[src/rtl/core/wcmv_pkg.sv]
// Package for the windowed count mode vote core.
// Holds the field widths, register and operation codes, the control state type
// and the control struct that the top level hands to each histogram cell.
package wcmv_pkg;

  // Payload and register widths.
  localparam int HEIGHT_W    = 12;
  localparam int COUNT_W     = 4;
  localparam int WINDOW_W    = 8;
  localparam int CFG_DATA_W  = 12;
  localparam int CFG_INDEX_W = 1;

  // Histogram bins saturate instead of wrapping.
  localparam int             BIN_W   = 9;
  localparam logic [BIN_W-1:0] BIN_MAX = 9'd511;

  // Default bin count of the histogram.
  localparam int NUM_BINS_DEF = 16;

  // Largest tip count that a bin can stand for.
  localparam logic [COUNT_W-1:0] COUNT_MAX = 4'd15;

  // Register reset values.
  localparam logic [HEIGHT_W-1:0] HEIGHT_LIMIT_RESET  = 12'd0;
  localparam logic [WINDOW_W-1:0] WINDOW_FRAMES_RESET = 8'd10;

  // Configuration register indexes.
  localparam logic [CFG_INDEX_W-1:0] REG_HEIGHT_LIMIT  = 1'b0;
  localparam logic [CFG_INDEX_W-1:0] REG_WINDOW_FRAMES = 1'b1;

  // Item operation codes.
  localparam logic OP_FRAME = 1'b0;
  localparam logic OP_CLEAR = 1'b1;

  // Control sequencer states.
  typedef enum logic [1:0] {
    ST_IDLE,
    ST_SCAN,
    ST_DONE
  } state_t;

  // Per-cell histogram command.
  typedef struct packed {
    logic clear;
    logic inc;
  } cell_ctrl_t;

endpackage

[src/rtl/core/wcmv_cell.sv]
// One histogram cell of the windowed count mode vote core.
// Holds one saturating bin and one stage of the mode search chain; uses wcmv_pkg.
module wcmv_cell #(
  parameter int IDX_W    = 4,
  parameter int CELL_IDX = 0
) (
  input  logic                        clk,
  input  logic                        rst_n,
  input  wcmv_pkg::cell_ctrl_t        ctrl,
  input  logic                        tok_in_valid,
  input  logic [wcmv_pkg::BIN_W-1:0]  tok_in_freq,
  input  logic [IDX_W-1:0]            tok_in_idx,
  output logic                        tok_out_valid,
  output logic [wcmv_pkg::BIN_W-1:0]  tok_out_freq,
  output logic [IDX_W-1:0]            tok_out_idx
);
  import wcmv_pkg::*;

  logic [BIN_W-1:0] count_r, count_nxt;
  logic             tok_valid_r;
  logic [BIN_W-1:0] tok_freq_r, tok_freq_nxt;
  logic [IDX_W-1:0] tok_idx_r, tok_idx_nxt;

  always_comb begin
    count_nxt = count_r;
    if (ctrl.clear) begin
      count_nxt = '0;
    end else if (ctrl.inc && (count_r != BIN_MAX)) begin
      count_nxt = count_r + 1'b1;
    end
  end

  // Strictly greater wins, so the lower bin keeps a tie. The token can reach
  // the first cell in the same cycle as the closing frame's increment, so the
  // bin is compared with its updated value.
  always_comb begin
    tok_freq_nxt = tok_in_freq;
    tok_idx_nxt  = tok_in_idx;
    if (count_nxt > tok_in_freq) begin
      tok_freq_nxt = count_nxt;
      tok_idx_nxt  = IDX_W'(CELL_IDX);
    end
  end

  always_ff @(posedge clk) begin
    if (!rst_n) begin
      count_r     <= '0;
      tok_valid_r <= 1'b0;
    end else begin
      count_r     <= count_nxt;
      tok_valid_r <= tok_in_valid;
    end
  end

  always_ff @(posedge clk) begin
    if (tok_in_valid) begin
      tok_freq_r <= tok_freq_nxt;
      tok_idx_r  <= tok_idx_nxt;
    end
  end

  assign tok_out_valid = tok_valid_r;
  assign tok_out_freq  = tok_freq_r;
  assign tok_out_idx   = tok_idx_r;

endmodule

[src/rtl/core/windowed_count_mode_vote_core.sv]
// Top level of the windowed count mode vote core.
// Instantiates the row of wcmv_cell histogram cells and the control sequencer;
// uses wcmv_pkg for widths, codes and types.
//
//   Channel  Direction  Handshake             Payload
//   in_      input      in_valid / in_stall   in_operation, in_box_height, in_tip_count
//   out_     output     out_valid / out_stall out_vote_valid, out_voted_count
//   cfg_     input      cfg_valid / cfg_ready cfg_index, cfg_data
//
// An item that does not close a window is accepted in the idle state, and
// its result is loaded into the output register from the done state.
// An item that closes a window passes through the scan state, held there by the search
// token that walks the row of cells one cell per clock.
// Reset clears every bin and the frame counter and loads both configuration registers with their reset values.
// A stalled output holds the sequencer in its final state; no item is
// accepted until that result can move into the output register.
module windowed_count_mode_vote_core #(
  parameter int NUM_BINS = wcmv_pkg::NUM_BINS_DEF
) (
  input  logic                              clk,
  input  logic                              rst_n,
  // Input item channel.
  input  logic                              in_valid,
  output logic                              in_stall,
  input  logic                              in_operation,
  input  logic [wcmv_pkg::HEIGHT_W-1:0]     in_box_height,
  input  logic [wcmv_pkg::COUNT_W-1:0]      in_tip_count,
  // Result item channel.
  output logic                              out_valid,
  input  logic                              out_stall,
  output logic                              out_vote_valid,
  output logic [wcmv_pkg::COUNT_W-1:0]      out_voted_count,
  // Configuration write channel.
  input  logic                              cfg_valid,
  output logic                              cfg_ready,
  input  logic [wcmv_pkg::CFG_INDEX_W-1:0]  cfg_index,
  input  logic [wcmv_pkg::CFG_DATA_W-1:0]   cfg_data
);
  import wcmv_pkg::*;

  localparam int IDX_W = $clog2(NUM_BINS);
  // Tip counts above the last usable bin fold into it.
  localparam int TopBin = ((NUM_BINS - 1) < 15) ? (NUM_BINS - 1) : 15;

  // Configuration registers.
  logic [HEIGHT_W-1:0] height_limit_r;
  logic [WINDOW_W-1:0] window_frames_r;

  // Sequencer and window state.
  state_t              state_r, state_nxt;
  logic [WINDOW_W-1:0] frames_seen_r, frames_seen_nxt;
  logic                pend_vote_r, pend_vote_nxt;
  logic [COUNT_W-1:0]  pend_count_r, pend_count_nxt;

  // Output register.
  logic                out_valid_r, out_valid_nxt;
  logic                out_vote_valid_r, out_vote_valid_nxt;
  logic [COUNT_W-1:0]  out_voted_count_r, out_voted_count_nxt;

  // Cell commands and the search token chain. Position zero feeds the first
  // cell; position NUM_BINS is the output of the last cell.
  logic                hist_clear;
  logic                hist_inc;
  logic                scan_start;
  logic [IDX_W-1:0]    bin_sel;
  cell_ctrl_t          cell_ctrl [NUM_BINS];
  logic [NUM_BINS:0]   tok_valid;
  logic [BIN_W-1:0]    tok_freq [NUM_BINS+1];
  logic [IDX_W-1:0]    tok_idx  [NUM_BINS+1];

  logic in_accept;
  logic out_free;

  // Items are taken only while the sequencer is idle.
  assign in_stall  = (state_r != ST_IDLE);
  assign in_accept = in_valid && !in_stall;
  assign out_free  = !out_valid_r || !out_stall;

  // The block can always take a register write.
  assign cfg_ready = 1'b1;

  always_ff @(posedge clk) begin
    if (!rst_n) begin
      height_limit_r  <= HEIGHT_LIMIT_RESET;
      window_frames_r <= WINDOW_FRAMES_RESET;
    end else if (cfg_valid && cfg_ready) begin
      unique case (cfg_index)
        REG_HEIGHT_LIMIT:  height_limit_r  <= cfg_data[HEIGHT_W-1:0];
        REG_WINDOW_FRAMES: window_frames_r <= cfg_data[WINDOW_W-1:0];
        default: ;
      endcase
    end
  end

  // Saturate the tip count to the last bin.
  always_comb begin
    if (in_tip_count > COUNT_W'(TopBin)) begin
      bin_sel = IDX_W'(TopBin);
    end else begin
      bin_sel = IDX_W'(in_tip_count);
    end
  end

  // Sequencer: an accepted item either finishes at once or launches the
  // mode search; the result then waits in the final state for the output
  // register to be free.
  always_comb begin
    state_nxt           = state_r;
    frames_seen_nxt     = frames_seen_r;
    pend_vote_nxt       = pend_vote_r;
    pend_count_nxt      = pend_count_r;
    out_valid_nxt       = out_valid_r && out_stall;
    out_vote_valid_nxt  = out_vote_valid_r;
    out_voted_count_nxt = out_voted_count_r;
    hist_clear          = 1'b0;
    hist_inc            = 1'b0;
    scan_start          = 1'b0;

    unique case (state_r)
      ST_IDLE: begin
        if (in_accept) begin
          pend_vote_nxt  = 1'b0;
          pend_count_nxt = '0;
          state_nxt      = ST_DONE;
          if (in_operation == OP_CLEAR) begin
            hist_clear      = 1'b1;
            frames_seen_nxt = '0;
          end else if (in_box_height > height_limit_r) begin
            hist_inc = 1'b1;
            if (frames_seen_r >= window_frames_r) begin
              // This frame closes the window: search once the bin is counted.
              scan_start      = 1'b1;
              frames_seen_nxt = '0;
              state_nxt       = ST_SCAN;
            end else begin
              frames_seen_nxt = frames_seen_r + 1'b1;
            end
          end
        end
      end
      ST_SCAN: begin
        if (tok_valid[NUM_BINS]) begin
          // The token has passed every cell; the window is done with.
          pend_vote_nxt  = 1'b1;
          pend_count_nxt = COUNT_W'(tok_idx[NUM_BINS]);
          hist_clear     = 1'b1;
          state_nxt      = ST_DONE;
        end
      end
      ST_DONE: begin
        if (out_free) begin
          out_valid_nxt       = 1'b1;
          out_vote_valid_nxt  = pend_vote_r;
          out_voted_count_nxt = pend_count_r;
          state_nxt           = ST_IDLE;
        end
      end
      default: begin
        state_nxt = ST_IDLE;
      end
    endcase
  end

  always_ff @(posedge clk) begin
    if (!rst_n) begin
      state_r       <= ST_IDLE;
      frames_seen_r <= '0;
      out_valid_r   <= 1'b0;
    end else begin
      state_r       <= state_nxt;
      frames_seen_r <= frames_seen_nxt;
      out_valid_r   <= out_valid_nxt;
    end
  end

  always_ff @(posedge clk) begin
    pend_vote_r       <= pend_vote_nxt;
    pend_count_r      <= pend_count_nxt;
    out_vote_valid_r  <= out_vote_valid_nxt;
    out_voted_count_r <= out_voted_count_nxt;
  end

  assign out_valid       = out_valid_r;
  assign out_vote_valid  = out_vote_valid_r;
  assign out_voted_count = out_voted_count_r;

  // The search enters the row with an empty best so far.
  assign tok_valid[0] = scan_start;
  assign tok_freq[0]  = '0;
  assign tok_idx[0]   = '0;

  // Row of histogram cells. Each cell owns one bin and passes the running
  // best (count, bin) to its right neighbor each clock.
  for (genvar i = 0; i < NUM_BINS; i++) begin : g_cell
    assign cell_ctrl[i].clear = hist_clear;
    assign cell_ctrl[i].inc   = hist_inc && (bin_sel == IDX_W'(i));

    wcmv_cell #(
      .IDX_W    (IDX_W),
      .CELL_IDX (i)
    ) u_cell (
      .clk           (clk),
      .rst_n         (rst_n),
      .ctrl          (cell_ctrl[i]),
      .tok_in_valid  (tok_valid[i]),
      .tok_in_freq   (tok_freq[i]),
      .tok_in_idx    (tok_idx[i]),
      .tok_out_valid (tok_valid[i+1]),
      .tok_out_freq  (tok_freq[i+1]),
      .tok_out_idx   (tok_idx[i+1])
    );
  end

`ifndef SYNTHESIS
  // Only one search is ever in flight along the row.
  a_single_token: assert property (@(posedge clk) disable iff (!rst_n)
    $onehot0(tok_valid))
    else $error("more than one search token in the cell row");

  // A token leaving the first or the last cell is seen only while the sequencer waits for it.
  a_token_in_scan: assert property (@(posedge clk) disable iff (!rst_n)
    (tok_valid[NUM_BINS] || tok_valid[1]) |-> (state_r == ST_SCAN))
    else $error("search token outside the scan state");

  // A closed window restarts its frame count before the search runs.
  a_scan_counter: assert property (@(posedge clk) disable iff (!rst_n)
    (state_r == ST_SCAN) |-> (frames_seen_r == '0))
    else $error("frame counter not cleared during the search");

  // An accepted item always leaves the idle state.
  a_accept_busy: assert property (@(posedge clk) disable iff (!rst_n)
    in_accept |=> (state_r != ST_IDLE))
    else $error("sequencer idle right after an accepted item");
`endif

endmodule
[config.mk]
export PLATFORM = sky130hd
export DESIGN_NAME = windowed_count_mode_vote_core
export DESIGN_NICKNAME = d
export VERILOG_FILES = /design/src/rtl/core/wcmv_pkg.sv /design/src/rtl/core/wcmv_cell.sv /design/src/rtl/core/windowed_count_mode_vote_core.sv
export SDC_FILE = /design/constraint.sdc
export NUM_CORES = 1
export LEC_CHECK = 0
export BUFFER_PORTS_ARGS = -buffer_cell sky130_fd_sc_hd__buf_2
export CORE_UTILIZATION = 35
export DETAILED_ROUTE_END_ITERATION = 16
export GPL_TIMING_DRIVEN = 0
export SLEW_MARGIN = 20
export SYNTH_ARGS = -nofsm -noshare
export SYNTH_HDL_FRONTEND = slang
export SYNTH_SLANG_ARGS = --single-unit
[constraint.sdc]
create_clock -name clk -period 6.9 [get_ports clk]
set_input_delay 1.38 -clock clk [delete_from_list [all_inputs] [get_ports clk]]
set_output_delay 1.38 -clock clk [all_outputs]
set_load 0.02 [all_outputs]
==> results_dict.tcl, run 1 <==
set metrics [dict create \
    status "complete, no violations" \
    setup_violations 0 \
    ys_types 76 \
    fin_crit_ps 6810 \
    grt_usage_pct 22.6 \
    fp.dieW_um 260 \
    die-area_um2 67500 \
    vias 19900 \
    clock_latency_ps 590 \
    yosysWarnings 0 \
    cts_sinks 385 \
    max_cap_violations 0 \
    final_util_pct 39.7 \
    critPathKind "input pin to flop" \
    worst_slew_pin_slew_ps 1160 \
    powerDensity_nw_per_um2 201 \
    yosys.area_share.adder_pct 10.1 \
    hold_buffers 0 \
    synth_top_family_by_area "simple AND/OR/NAND/NOR gates" \
    wl_per_cell_um 22.3 \
    overflow 0 \
    worstSetupEndpointType "flop" \
    cts_buffer_depth 3 \
    final.setup_skew_ps 15.2 \
    cts_root_buffer "clkbuf_16" \
    areaGrowthSynthToFinish_pct 12.1 \
    core_region_area_um2 65700 \
    async_flop_share_pct 0 \
    synth_simple_gate_area_share_pct 20.8 \
    grt_pass1_vias 18900 \
    multi_input_area_um2 12400 \
    p_total_uw 5240 \
    fin_crit_sh_pct 98.6 \
    mostFrequentLayoutCells "256 x nor2_1, 224 x nand2_1, 194 x edfxtp_1" \
    htree_levels 2 \
    viasPerCell 5.73 \
    synth-seq-cells 385 \
    dp.final_hpwl_um 58200 \
    layout.cells.most_common "nor2_1" \
    io_buffers 40 \
    required_ps 7190 \
    hold_violations 0 \
    netlist_instances 2488 \
    critPathMaxFanout 10 \
    nets 2798 \
    arrival_ps 7100 \
    ys_seq_area_share_pct 41.5 \
    p_leak_uw 0.00973 \
    peakVddDrop_uv 186 \
    synthMuxAreaShare_pct 0.860 \
    drive_gt1_share_pct 9.84 \
    antenna_found_initial 3 \
    ys.flop_type "edfxtp_1" \
    max_freq_mhz 147 \
    critPathLaunchType "input pin" \
    die_y_um 260 \
    floorplan.initialDensity_pct 35.4 \
    wl_um 77400 \
    synth-compound-area-share_pct 18.5 \
    drv_slew 0 \
    fillers 6396 \
    gp_congestion 0.933 \
    fp-row-count 94 \
    dr.pass1.iters 7 \
    syn_area_per_cell_um2 9.36 \
    clkTransAtPathRegs_ps 60 \
    synth_edf_count 194 \
    tns_ps 0 \
    ys_top_cells_by_area "edfxtp_1 25%, dfxtp_1 16%, ha_1 10%, nor2_1 4.1%, nand2_1 3.6%" \
    grt_first_pass_wirelength_um 116000 \
    rsz0062_at_grt "false" \
    io_pins 43 \
    seq_area_um2 9650 \
    cts_tree "done" \
    slew-limit-headroom_pct 22.5 \
    holdCritPathClass "flop to flop" \
    placed_cell_area_um2 24600 \
    synth_area_um2 23300 \
    grt_max_degree 15 \
    yosysTopAreaCell "edfxtp_1" \
    synth_nets 2711 \
    hold_slack_ps 427 \
    cts_buffers 45 \
    drc_errors 0 \
    synth.top_cell.area_share_pct 25.0 \
    antenna_left 0 \
    final_area_um2 26100 \
    synth_xor_area_share_pct 2.86 \
    drtIter0Drc 1933 \
]
sequential cells by signal, indices dropped and copies added, names as in the netlist, 2 cells and up:
name,count
g_cell.u_cell.tok_out_valid,16
g_cell.u_cell.tok_out_freq,135
g_cell.u_cell.count_r,144
height_limit_r,12
g_cell.u_cell.tok_out_idx,49
frames_seen_r,8
window_frames_r,8
out_voted_count,4
state_r,2
pend_count_r,4
cell families after synthesis:
kind of cell / Yosys count
simple gates: 963
other cells: 1
flops: 385
xor+xnor: 76
buf+inv: 303
mux: 20
fa+ha+maj: 188
compound gates: 552
synth_stat cells (5+ instances only):
cell / instances
a21o_1: 14
clkbuf_1: 81
xor2_1: 12
buf_4: 9
nand3b_1: 5
edfxtp_1: 194
dfxtp_1: 191
o2111ai_1: 28
nor4_1: 18
xnor2_1: 64
o311ai_1: 5
o311ai_0: 17
o22ai_1: 25
nand2_1: 224
a2111oi_4: 19
and3_1: 46
o21a_1: 11
o31ai_1: 69
mux2i_1: 20
or4_1: 22
nand2b_1: 46
nand3_1: 96
a2111oi_2: 36
buf_6: 8
nand4_1: 52
o21ai_0: 87
o221ai_1: 7
ha_1: 188
nor2b_1: 16
nor3_1: 34
or2_2: 18
and2_1: 43
nand4b_1: 5
or3_1: 50
o21ai_1: 10
buf_2: 29
a211oi_1: 20
inv_1: 166
o211ai_1: 24
nor2_1: 257
a21oi_1: 148
buf_1: 9
critical path, cell delays in order:
cell and delay, ps:
buf_2 150, nand3b_1 110, a21oi_1 560, buf_2 480, clkdlybuf4s15_1 900, clkbuf_1 390
clkdlybuf4s15_1 870, nor2_1 120, ha_1 230, or4_1 510, a221oi_1 290, a31o_2 210
or2_2 180, inv_1 100, clkbuf_1 250, o2111ai_1 190, nand3_1 180
path summary, 6_finish.rpt:
check	start	endpoint	slack [ps]	cells past startpoint
min	pend_count_r[1]	out_voted_count[1]	430	0
min reg2reg	pend_count_r[1]	out_voted_count[1]	430	0
max reg2reg	state_r[0]	g_cell[1].u_cell.tok_out_freq[0]	550	16
max	in_operation	g_cell[1].u_cell.tok_out_freq[0]	90	17
timing repair:
| item | CTS | global route |
|---|---|---|
| endpoints found under the setup margin | 0 | 4 |
| gates resized for setup | 0 | 4 |
| buffers inserted | 0 | 0 |
report_power, final:
| group | switching [uW] | internal, uW | total, uW |
|---|---|---|---|
| Sequential | 6.13 | 2390 | 2400 |
| Clock | 988 | 1470 | 2460 |
| Combinational | 308 | 71.7 | 380 |
layer usage:
metal / wire length (um) / up-vias / GRT usage, %
met1: 33700 / 9649 / 29.9
met3: 5620 / 166 / 4.50
li1: - / 9276 / -
met5: 22 / - / 0
met2: 35100 / 810 / 35.9
met4: 2910 / 4 / 9.13
per-stage QoR:
stage	setup WS (ps)	cells
finish	94.3	3476
global placement	-474	3392
global route	14.1	3475
CTS	250	3475
floorplan	1660	2488
detailed placement	-342	3392
area by class of cell:
type / count / share of cell area (%)
tap: 864 / 4.14
antenna: 1 / 0.00959
clock inverter: 19 / 0.782
multi-input combinational: 1800 / 47.4
sequential: 385 / 37.0
inverter: 166 / 2.39
timing repair buffer: 40 / 0.767
clock buffer: 64 / 5.03
buffer: 137 / 2.53
Power figures use the tool's default switching activity.
==> run 2: changes to the inputs <==
- GPL_ROUTABILITY_DRIVEN: unset -> 0
- SETUP_SLACK_MARGIN: unset -> 0.3
==> run 2 against run 1 <==
Net effect: design area hardly changed; non-clock buffer count is 1 higher; global-route usage is 0.40 points lower; die area stayed put.
==> results_dict.tcl, run 2 (same netlist as run 1, synthesis figures left out) <==
set metrics [dict create \
    drc_errors 0 \
    max_freq_mhz 156 \
    power_switching_share_pct 25.5 \
    critPathLaunchType "input pin" \
    hold_buffers 0 \
    pre_cts_slack_ps -333 \
    areaGrowthSynthToFinish_pct 12.0 \
    grt_first_pass_wirelength_um 115000 \
    drive_gt1_share_pct 9.91 \
    mostFrequentLayoutCells "256 x nor2_1, 224 x nand2_1, 194 x edfxtp_1" \
    combPwrFrac_pct 7.3 \
    switchingPower_uw 1320 \
    peakVddDrop_uv 162 \
    required_ps 7180 \
    htree_levels 2 \
    die-area_um2 67500 \
    critPathMaxFanout 10 \
    p_total_uw 5190 \
    layout_setup_ws_ps 508 \
    p_int_uw 3870 \
    powerDensity_nw_per_um2 199 \
    io_buffers 40 \
    arrival_ps 6670 \
    antenna_left 0 \
    grt_max_degree 15 \
    drtIter0Drc 2277 \
    dr.pass1.iters 7 \
    wl_um 75800 \
    max_cap_violations 0 \
    hold_violations 0 \
    fin_crit_ps 6390 \
    dp.final_hpwl_um 57000 \
    slew-limit-headroom_pct 23.2 \
    cts_buffers 46 \
    cts_tree "done" \
    seq_power_share_pct 46.2 \
    fp-row-count 94 \
    viasPerCell 5.77 \
    grt_usage_pct 22.2 \
    largest_register_ffs 144 \
    status "complete, no violations" \
    antenna_found_initial 0 \
    p_leak_uw 0.00971 \
    worstSetupEndpointType "flop" \
    top_register "g_cell.u_cell.count_r" \
    layout.cells.most_common "nor2_1" \
    holdPathStages 0 \
    floorplan.initialDensity_pct 35.4 \
    cts_sinks 385 \
    drv_slew 0 \
    holdCritPathClass "flop to flop" \
    nets 2800 \
    fillers 6444 \
    fp.dieW_um 260 \
    clock_latency_ps 590 \
    core_region_area_um2 65700 \
    wl_per_cell_um 21.8 \
    io_pins 43 \
    worst_slew_pin_slew_ps 1150 \
    overflow 0 \
    tns_ps 0 \
    grt_pass1_vias 19500 \
    critPathKind "input pin to flop" \
    vias 20100 \
    final_util_pct 39.7 \
    rr_worst_depth 13 \
    final.setup_skew_ps 26.9 \
    clkTransAtPathRegs_ps 60 \
    rsz0062_at_grt "false" \
    die_y_um 260 \
    fin_crit_sh_pct 92.6 \
    n_antenna_cell 0 \
    clock_power_share_pct 46.5 \
    cts_buffer_depth 3 \
    cts_root_buffer "clkbuf_16" \
    setup_violations 0 \
]
## run 2: cell types whose count changed in the layout (fill, tap and decap cells not counted), sizes merged
cell,change
buf,+1
bufinv,-2
clkdlybuf4s15,-1
clkinv,+3
clkinvlp,+2
diode,-1
## run 2: layout make-up
class	count	area [um^2]	share of cell area, %
plain buffers	137	656	2.51
clock buffers	63	1310	5.02
clock inverters	22	181	0.696
inverters	166	623	2.39
multi-input cells	1800	12400	47.4
flip-flops and latches	385	9650	37.0
well taps	864	1080	4.15
repair buffers	41	211	0.811
## run 2: per-layer routing
| metal | global-route usage, % | wire length, um | up-vias | share of wire [%] |
|---|---|---|---|---|
| met1 | 29.2 | 32200 | 9589 | 42 |
| li1 | - | - | 9304 | - |
| met4 | 10.2 | 3630 | 0 | 4.8 |
| met5 | 0 | 0 | - | 0 |
| met3 | 4.18 | 6160 | 230 | 8.1 |
| met2 | 35.2 | 33800 | 928 | 45 |
## run 2: power by group through the flow
stage / registers (uW) / clock network, uW / logic, uW
after floorplan: 2450 / 0 / 205
after global placement: 2450 / 0 / 361
after detailed placement: 2450 / 0 / 367
after CTS: 2400 / 2450 / 368
after global routing: 2400 / 2540 / 388
final: 2400 / 2410 / 378
## run 2: through the flow
stage | hold WS (ps) | cells | area [um^2]
finish | 423 | 3478 | 26100
global route | 428 | 3478 | 26100
CTS | 426 | 3478 | 26100
detailed placement | 407 | 3393 | 24600
global placement | 409 | 3392 | 24600
floorplan | 400 | 2488 | 23300
## run 2: what timing repair did
item | in CTS | in global routing
setup buffers | 0 | 0
cloned | 0 | 0
hold endpoints to repair | 0 | 0
gates resized for setup | 1 | 8
endpoints found under the setup margin | 1 | 37
pin swaps | 0 | 0
## run 2: worst max-delay path, cell delays in order
cell      delay, ps
buf_2           140
nand3b_1        110
a21oi_1         540
clkbuf_2        600
clkbuf_1        750
clkbuf_1        870
a21oi_1         160
ha_1            270
or4_1           500
o21ai_0         230
a21o_1          200
clkbuf_1        390
clkbuf_1        370
o31ai_1         130
## run 2: worst paths after layout
path                                             to  slack, ps          from
setup / recovery  g_cell[12].u_cell.tok_out_freq[8]        510  in_operation
hold / removal                       out_vote_valid        420   pend_vote_r
setup reg to reg  g_cell[12].u_cell.tok_out_freq[8]        990    state_r[0]
hold reg to reg                      out_vote_valid        420   pend_vote_r
